File: src/rtl/bba_pkg.sv
package bba_pkg;

   typedef enum logic [1:0] {
      STATUS_OK      = 2'd0,
      STATUS_NO_FIT  = 2'd1,
      STATUS_BAD_ADR = 2'd2
   } status_type;

   typedef enum logic [3:0] {
      ST_CLEAR,
      ST_IDLE,
      ST_DOWN_RD,
      ST_DOWN_EV,
      ST_UP_RD,
      ST_UP_EV,
      ST_FREE_RD,
      ST_FREE_EV,
      ST_MERGE_RD,
      ST_MERGE_EV,
      ST_DONE
   } state_type;

   localparam logic OP_ALLOC = 1'b0;
   localparam logic OP_FREE  = 1'b1;

endpackage

File: src/rtl/buddy_block_allocator.sv
// Operation: allocate walks the tree depth first; each visited node takes a
// registered read of the mark memory, then an evaluate and write back, and on
// the way back up each parent is read and updated the same way; free walks
// down and merges up with a read and an evaluate per level. One item in flight at a time.
// Throughput: one item per walk; a new request is taken only when idle.
// Reset: synchronous; after reset a clearing pass over every slot empties
// the mark memory, during which no beat is accepted (csr writes still taken).
module buddy_block_allocator #(
   parameter int LEVELS    = 10,
   parameter int HEAP_LOG2 = 30
) (
   input  logic         clock,
   input  logic         reset,
   input  logic         req_tvalid,
   output logic         req_tready,
   input  logic [95:0]  req_tdata,   // op[0], request_size[31:1], address[95:32]
   output logic         rsp_tvalid,
   input  logic         rsp_tready,
   output logic [71:0]  rsp_tdata,   // status[1:0], block_address[65:2], zero fill
   input  logic         csr_valid,
   output logic         csr_ready,
   input  logic [63:0]  csr_data
);
   localparam int USED = (LEVELS < HEAP_LOG2 + 1) ? LEVELS : HEAP_LOG2 + 1;
   localparam int NW   = LEVELS;                 // node index width
   localparam int DW   = $clog2(LEVELS + 1);
   localparam int SLOT = 1 << LEVELS;

   // node marks: bit1 split-or-used, bit0 allocated
   logic [1:0] mem [SLOT];
   logic [1:0] rd_q;
   logic [NW-1:0] rd_adr, wr_adr;
   logic [1:0]    wr_dat;
   logic          wr_en;

   always_ff @(posedge clock) begin
      if (wr_en) begin
         mem[wr_adr] <= wr_dat;
      end
      rd_q <= mem[rd_adr];
   end

   bba_pkg::state_type state_ff, state_in;
   logic [NW-1:0]  node_ff, node_in;
   logic [DW-1:0]  dep_ff, dep_in;
   logic [30:0]    size_ff, size_in;
   logic [40:0]    off_ff, off_in;     // heap offset being freed
   logic [63:0]    base_ff, base_in;
   logic [1:0]     stat_ff, stat_in;
   logic [63:0]    badr_ff, badr_in;
   logic           up_ok_ff, up_ok_in; // ascending after child success
   logic [NW:0]    clr_ff, clr_in;

   logic [40:0] nsize, half, found_off;
   logic        leaf, fits, take;
   logic [64:0] diff;

   always_comb begin
      nsize = 41'd1 << (HEAP_LOG2 - int'(dep_ff));
      half  = nsize >> 1;
      leaf  = (int'(dep_ff) + 1 >= USED);
      fits  = ({10'd0, size_ff} <= nsize);
      take  = !rd_q[1] && (leaf || ({10'd0, size_ff} > half));
      // offset of a node from its index and depth
      found_off = 41'(({{(41-NW){1'b0}}, node_ff} - (41'd1 << dep_ff))
                  << (HEAP_LOG2 - int'(dep_ff)));
      diff = {1'b0, req_tdata[95:32]} - {1'b0, base_ff};
   end

   always_ff @(posedge clock) begin
      if (reset) begin
         state_ff <= bba_pkg::ST_CLEAR;
         clr_ff   <= '0;
         base_ff  <= '0;
      end else begin
         state_ff <= state_in;
         clr_ff   <= clr_in;
         base_ff  <= base_in;
      end
      node_ff  <= node_in;
      dep_ff   <= dep_in;
      size_ff  <= size_in;
      off_ff   <= off_in;
      stat_ff  <= stat_in;
      badr_ff  <= badr_in;
      up_ok_ff <= up_ok_in;
   end

   assign csr_ready  = 1'b1;
   assign req_tready = (state_ff == bba_pkg::ST_IDLE);
   assign rsp_tvalid = (state_ff == bba_pkg::ST_DONE);
   assign rsp_tdata  = {6'd0, badr_ff, stat_ff};

   always_comb begin
      state_in = state_ff;
      node_in  = node_ff;
      dep_in   = dep_ff;
      size_in  = size_ff;
      off_in   = off_ff;
      stat_in  = stat_ff;
      badr_in  = badr_ff;
      up_ok_in = up_ok_ff;
      clr_in   = clr_ff;
      base_in  = (csr_valid) ? csr_data : base_ff;
      rd_adr   = node_ff;
      wr_adr   = node_ff;
      wr_dat   = 2'b00;
      wr_en    = 1'b0;
      unique case (state_ff)
         bba_pkg::ST_CLEAR: begin
            // sweep the mark memory
            wr_en  = 1'b1;
            wr_adr = clr_ff[NW-1:0];
            clr_in = clr_ff + 1'b1;
            if (clr_ff == (NW+1)'(SLOT - 1)) begin
               state_in = bba_pkg::ST_IDLE;
            end
         end
         bba_pkg::ST_IDLE: begin
            if (req_tvalid) begin
               size_in = (req_tdata[31:1] == '0) ? 31'd1 : req_tdata[31:1];
               node_in = NW'(1);
               dep_in  = '0;
               badr_in = '0;
               stat_in = bba_pkg::STATUS_OK;
               if (req_tdata[0] == bba_pkg::OP_ALLOC) begin
                  state_in = bba_pkg::ST_DOWN_RD;
               end else if (diff[64] || (diff[63:0] >> HEAP_LOG2) != 64'd0) begin
                  stat_in  = bba_pkg::STATUS_BAD_ADR;
                  state_in = bba_pkg::ST_DONE;
               end else begin
                  off_in   = 41'(diff[63:0]);
                  state_in = bba_pkg::ST_FREE_RD;
               end
            end
         end
         bba_pkg::ST_DOWN_RD: state_in = bba_pkg::ST_DOWN_EV;
         bba_pkg::ST_DOWN_EV: begin
            // visit node: take it, descend left, or fail upward
            if (!fits || rd_q[0] || (leaf && !take)) begin
               up_ok_in = 1'b0;
               state_in = bba_pkg::ST_UP_RD;
            end else if (take) begin
               wr_en    = 1'b1;
               wr_dat   = 2'b11;
               badr_in  = base_ff + 64'(found_off);
               up_ok_in = 1'b1;
               state_in = bba_pkg::ST_UP_RD;
            end else begin
               node_in  = node_ff << 1;
               dep_in   = dep_ff + 1'b1;
               state_in = bba_pkg::ST_DOWN_RD;
            end
         end
         bba_pkg::ST_UP_RD: begin
            // finish at the root; after a failed left child try its sibling, else climb
            if (node_ff == NW'(1)) begin
               if (!up_ok_ff) begin
                  stat_in = bba_pkg::STATUS_NO_FIT;
               end
               state_in = bba_pkg::ST_DONE;
            end else if (!up_ok_ff && !node_ff[0]) begin
               node_in  = node_ff | NW'(1);
               state_in = bba_pkg::ST_DOWN_RD;
            end else begin
               rd_adr   = node_ff >> 1;
               node_in  = node_ff >> 1;
               dep_in   = dep_ff - 1'b1;
               state_in = bba_pkg::ST_UP_EV;
            end
         end
         bba_pkg::ST_UP_EV: begin
            // parent read done; mark split on success path
            if (up_ok_ff) begin
               wr_en  = 1'b1;
               wr_dat = {1'b1, rd_q[0]};
            end
            state_in = bba_pkg::ST_UP_RD;
         end
         bba_pkg::ST_FREE_RD: state_in = bba_pkg::ST_FREE_EV;
         bba_pkg::ST_FREE_EV: begin
            if (rd_q[0]) begin
               wr_en    = 1'b1;
               state_in = bba_pkg::ST_MERGE_RD;
            end else if (leaf || !rd_q[1]) begin
               stat_in  = bba_pkg::STATUS_BAD_ADR;
               state_in = bba_pkg::ST_DONE;
            end else begin
               node_in  = (node_ff << 1) |
                          NW'(off_ff[HEAP_LOG2 - 1 - int'(dep_ff)]);
               dep_in   = dep_ff + 1'b1;
               state_in = bba_pkg::ST_FREE_RD;
            end
         end
         bba_pkg::ST_MERGE_RD: begin
            rd_adr = node_ff ^ NW'(1);
            if (node_ff == NW'(1)) begin
               state_in = bba_pkg::ST_DONE;
            end else begin
               state_in = bba_pkg::ST_MERGE_EV;
            end
         end
         bba_pkg::ST_MERGE_EV: begin
            // buddy wholly free: clear parent and climb
            if (rd_q != 2'b00) begin
               state_in = bba_pkg::ST_DONE;
            end else begin
               wr_en    = 1'b1;
               wr_adr   = node_ff >> 1;
               node_in  = node_ff >> 1;
               state_in = bba_pkg::ST_MERGE_RD;
            end
         end
         bba_pkg::ST_DONE: begin
            if (rsp_tready) begin
               state_in = bba_pkg::ST_IDLE;
            end
         end
         default: state_in = bba_pkg::ST_IDLE;
      endcase
   end

endmodule
File: config.mk
export PLATFORM = sky130hd
export DESIGN_NAME = buddy_block_allocator
export DESIGN_NICKNAME = d
export VERILOG_FILES = /design/src/rtl/bba_pkg.sv /design/src/rtl/buddy_block_allocator.sv
export SDC_FILE = /design/constraint.sdc
export NUM_CORES = 2
export LEC_CHECK = 0
export BUFFER_PORTS_ARGS = -buffer_cell sky130_fd_sc_hd__buf_2
export CAP_MARGIN = 20
export CORE_AREA = 8 8 501 503
export DETAILED_ROUTE_END_ITERATION = 7
export DIE_AREA = 0 0 509 511
export SKIP_CTS_REPAIR_TIMING = 1
export SLEW_MARGIN = 20
export SYNTH_ARGS = -nofsm -noshare
export SYNTH_HDL_FRONTEND = slang
export SYNTH_SLANG_ARGS = --single-unit
File: constraint.sdc
create_clock -name clock -period 24.6 [get_ports clock]
set_clock_uncertainty 0.1 [all_clocks]
set_input_delay 1.23 -clock clock [delete_from_list [all_inputs] [get_ports clock]]
set_output_delay 1.23 -clock clock [all_outputs]
set_load 0.02 [all_outputs]
==> metrics list <==
* Total length of routed met3 wires: approximately 39000 um
* Post-route clock period utilization: 0.367
* Largest stage delay on the critical path: between 0.7 and 0.8 ns
* Buffers added on ports: 232
* Highest metal layer with signal wires: met5
- Highest-count cells in the layout ignoring fill and taps: edfxtp_1, nand2_1, nor2_1
- Nature of the critical path endpoint: flop
* Clock net sink count: between 2k and 2.5k
- Worst vdd rail ir drop: between 90 and 100 uV
- Violations in the final reports: design-rule violations
* Min Clock Period, post-route: between 9 and 10 ns
- Initial cell density of the core: 0.439
* Library cell contributing the largest single delay on the critical path: a221oi_1
- At the pin with the least slew margin, the transition time is 1.31 ns.
- The number of pins with negative max-slew slack in the final report was 0.
- Detailed placer's ending HPWL: 224000 um
- Overall die area: about 260000 um2
- Counting tap cells, the placed design contains a total of between 10k and 15k instances.
- Power per unit of standard cell area: 67.6 nW/um2
- Summed over all nets, the switching power comes to 1730 uW.
* Data arrival at the endpoint of the critical path: 9.50 ns
* Share of flip-flops with an asynchronous set or reset after synthesis: 0
* Source-to-sink clock delay at the later pin of the worst-skew pair: a little over 0.9 ns
- Total number of placement rows: about 180
* TritonCTS clock tree: built
* Count of placed standard cells in the final layout, fillers left out: 12.8k
* Routability-driven placement congestion ratio: ~0.91
- After clock tree synthesis, the clock-pin slew on the worst setup and hold paths is roughly 0.060 ns.
* Cells after Synth: about 9.4k
* Worst-path fanout max: 47
- Total number of nets in the final design: 9787
- Count of flip-flops with a built-in enable after synthesis: 2184
- Setup violations remaining at the end of the flow were counted as 0.
- Clock Power Share: 0.446
- Routed Wire Length: 370000 um
- Average via count per standard cell: ~6.2
- Sequential fraction of the synthesis area: 0.631
* Headroom to the max-slew limit: 0.117
* Per-instance average area after synthesis: roughly 11 um2
- CTS built an H-tree with a depth of 4.
- The first global-routing pass estimated 531000 um of wire.
* Vias in the first global route: around 76k
- Violation count after the first detailed-route iteration: between 10k and 15k
- Maximum Capacitance Violations: 0
- Maximum operating frequency: roughly 110 MHz
* Horizontal extent of the die: ~500 um
- For this run the aggregate overflow at the end of global routing stands at 0.
- In the global route stage, overall resource usage came out at 0.274.
* Yosys warning count: 0
- Pin count of the biggest net entering global routing: between 200 and 250
- RSZ-0062 raised after global routing: no
* Area growth syn-to-layout: 11.2%
* Number of clock buffers inserted by TritonCTS: 234
- Final routed DRC violation total: 4
- The multi-input combinational cells in the finished layout cover a total of between 30000 and 40000 um2.
- The share of total power dissipated in combinational logic is 0.032.
* Internal cell power: 6280 uW
* Distinct cells, synth: 102
- Switching share of total power: 0.216
- Leakage Power: between 0.03 and 0.04 uW
- Setup total negative slack on the finished layout was measured at 0 ns.
- The share of total power dissipated in sequential elements is 0.522.
- Wire length on met1: roughly 140000 um
- Total count of hold-check failures in the final report: 0
- The floorplan step defined a core boundary enclosing ~240000 um2.
* Sequential cell area: 67200 um2
- Leading cell type in the layout, fill and taps excluded: edfxtp_1
* Class of the most critical hold timing path: reg2reg
* Die Span Y: around 510 um
- Antenna violations before repair: 19
* Clock Tree Root: clkbuf_16
- Fin Hold WS: around 0.42 ns
* Worst path most repeated cell: ha_1
- Worst setup path category: reg2reg
- The clock passes through at most 3 buffers.
* Cell Area, Synth: roughly 110000 um2
- In the synthesized netlist the dominant register cell turns out to be edfxtp_1.
- The detailed router placed 79.2k vias in this run.
- The first detailed-routing pass ran for 8 iterations.
- In this run the remaining antenna-violating nets after routing total 0.
* Fraction of layout instances using a drive strength above 1: 0.102
* Boundary Pins: 240
* Result of the run: finished with violations
* Fill cells: approximately 22k
* Met2 wire length: roughly 170000 um
* Startpoint class of the critical path: flop
- After detailed routing, the average wire length per cell comes to 28.8 um.
* Flops & latches, synth: 2265
- Worst Path Required: approximately 25 ns
==> layout make-up <==
class	count	area share
clock inverter	153	0.0134
inverter	125	0.00396
tap	3202	0.0338
multi-input combinational	6338	0.303
timing repair buffer	463	0.0259
sequential	2265	0.568
clock buffer	285	0.0518
antenna	6	0.000127
==> synth_stat cells (all sizes together) (96+ instances only) <==
cell type	count	area, um2
edfxtp	2184	65600
nand2	1661	6250
nor2	1405	5290
nand3	546	2740
buf	363	1890
clkbuf	357	1340
a21oi	346	1750
mux2i	281	2810
o21ai	214	1090
ha	191	2390
and3	155	970
a31oi	142	910
inv	125	469
a211oi	100	756
a21o	96	721
==> power by group through the flow <==
| stage | Clock [uW] | Combinational, uW | Sequential (uW) |
|---|---|---|---|
| detailed placement | 0 | 247 | 4260 |
| finish | 3570 | 253 | 4180 |
| floorplan | 0 | 159 | 4260 |
| global placement | 0 | 245 | 4260 |
| CTS | 3600 | 249 | 4180 |
| global route | 3750 | 273 | 4180 |
==> final timing paths <==
check	from	to	slack, ns	cells past startpoint
worst max register to register	dep_ff[0]	badr_ff[58]	15.57	29
worst min-delay path	clr_ff[10]	clr_ff[10]	0.42	2
worst min register to register	clr_ff[10]	clr_ff[10]	0.42	2
worst max-delay path	dep_ff[0]	badr_ff[58]	15.57	29
==> critical path, delay by kind of cell (launching register included) <==
kind | cells | cell delay (ns)
AOI/OAI and AO/OA | 10 | 2.65
xor gates and xnor gates | 2 | 0.27
adders and majority gates | 4 | 1.70
buffers and inverters | 3 | 1.19
DFF | 1 | 0.31
muxes | 1 | 0.48
and+or+nand+nor | 9 | 2.07
==> sequential cells by signal (all words and copies together), names as in the netlist <==
signal	count
badr_ff	64
base_ff	64
size_ff	31
off_ff	24
rd_q	2
mem	2048
dep_ff	4
state_ff	4
clr_ff	11
node_ff	10
stat_ff	2
up_ok_ff	1
==> cell families (layout without fill, tap and decap cells) <==
group	Yosys count	count (layout)	synth area share
AND/OR/NAND/NOR	4142	4142	0.166
flip-flops	2265	2265	0.631
AO/OA/AOI/OAI	1506	1506	0.0980
buffers and inverters	845	1026	0.0348
multiplexers	352	352	0.0377
adder cells (fa/ha/maj)	195	195	0.0232
XOR/XNOR	116	116	0.00954
other	2	33	0.0000705
==> metrics by stage <==
step                       util  total power, uW  area (um2)  setup slack (ns)
final                     0.488             8010      118000             15.57
after global placement    0.456             4510      111000             15.31
after floorplan               -             4420      107000              4.88
after CTS                 0.488             8040      118000             15.32
after detailed placement  0.456             4510      111000             15.28
after global routing      0.488             8200      118000             15.05
==> layer usage <==
layer | vias up | GRT usage
li1 | 34600 | -
met5 | - | 0
met2 | 4491 | 0.428
met1 | 39300 | 0.370
met3 | 841 | 0.0547
met4 | 10 | 0.122
Power figures use the tool's default switching activity.
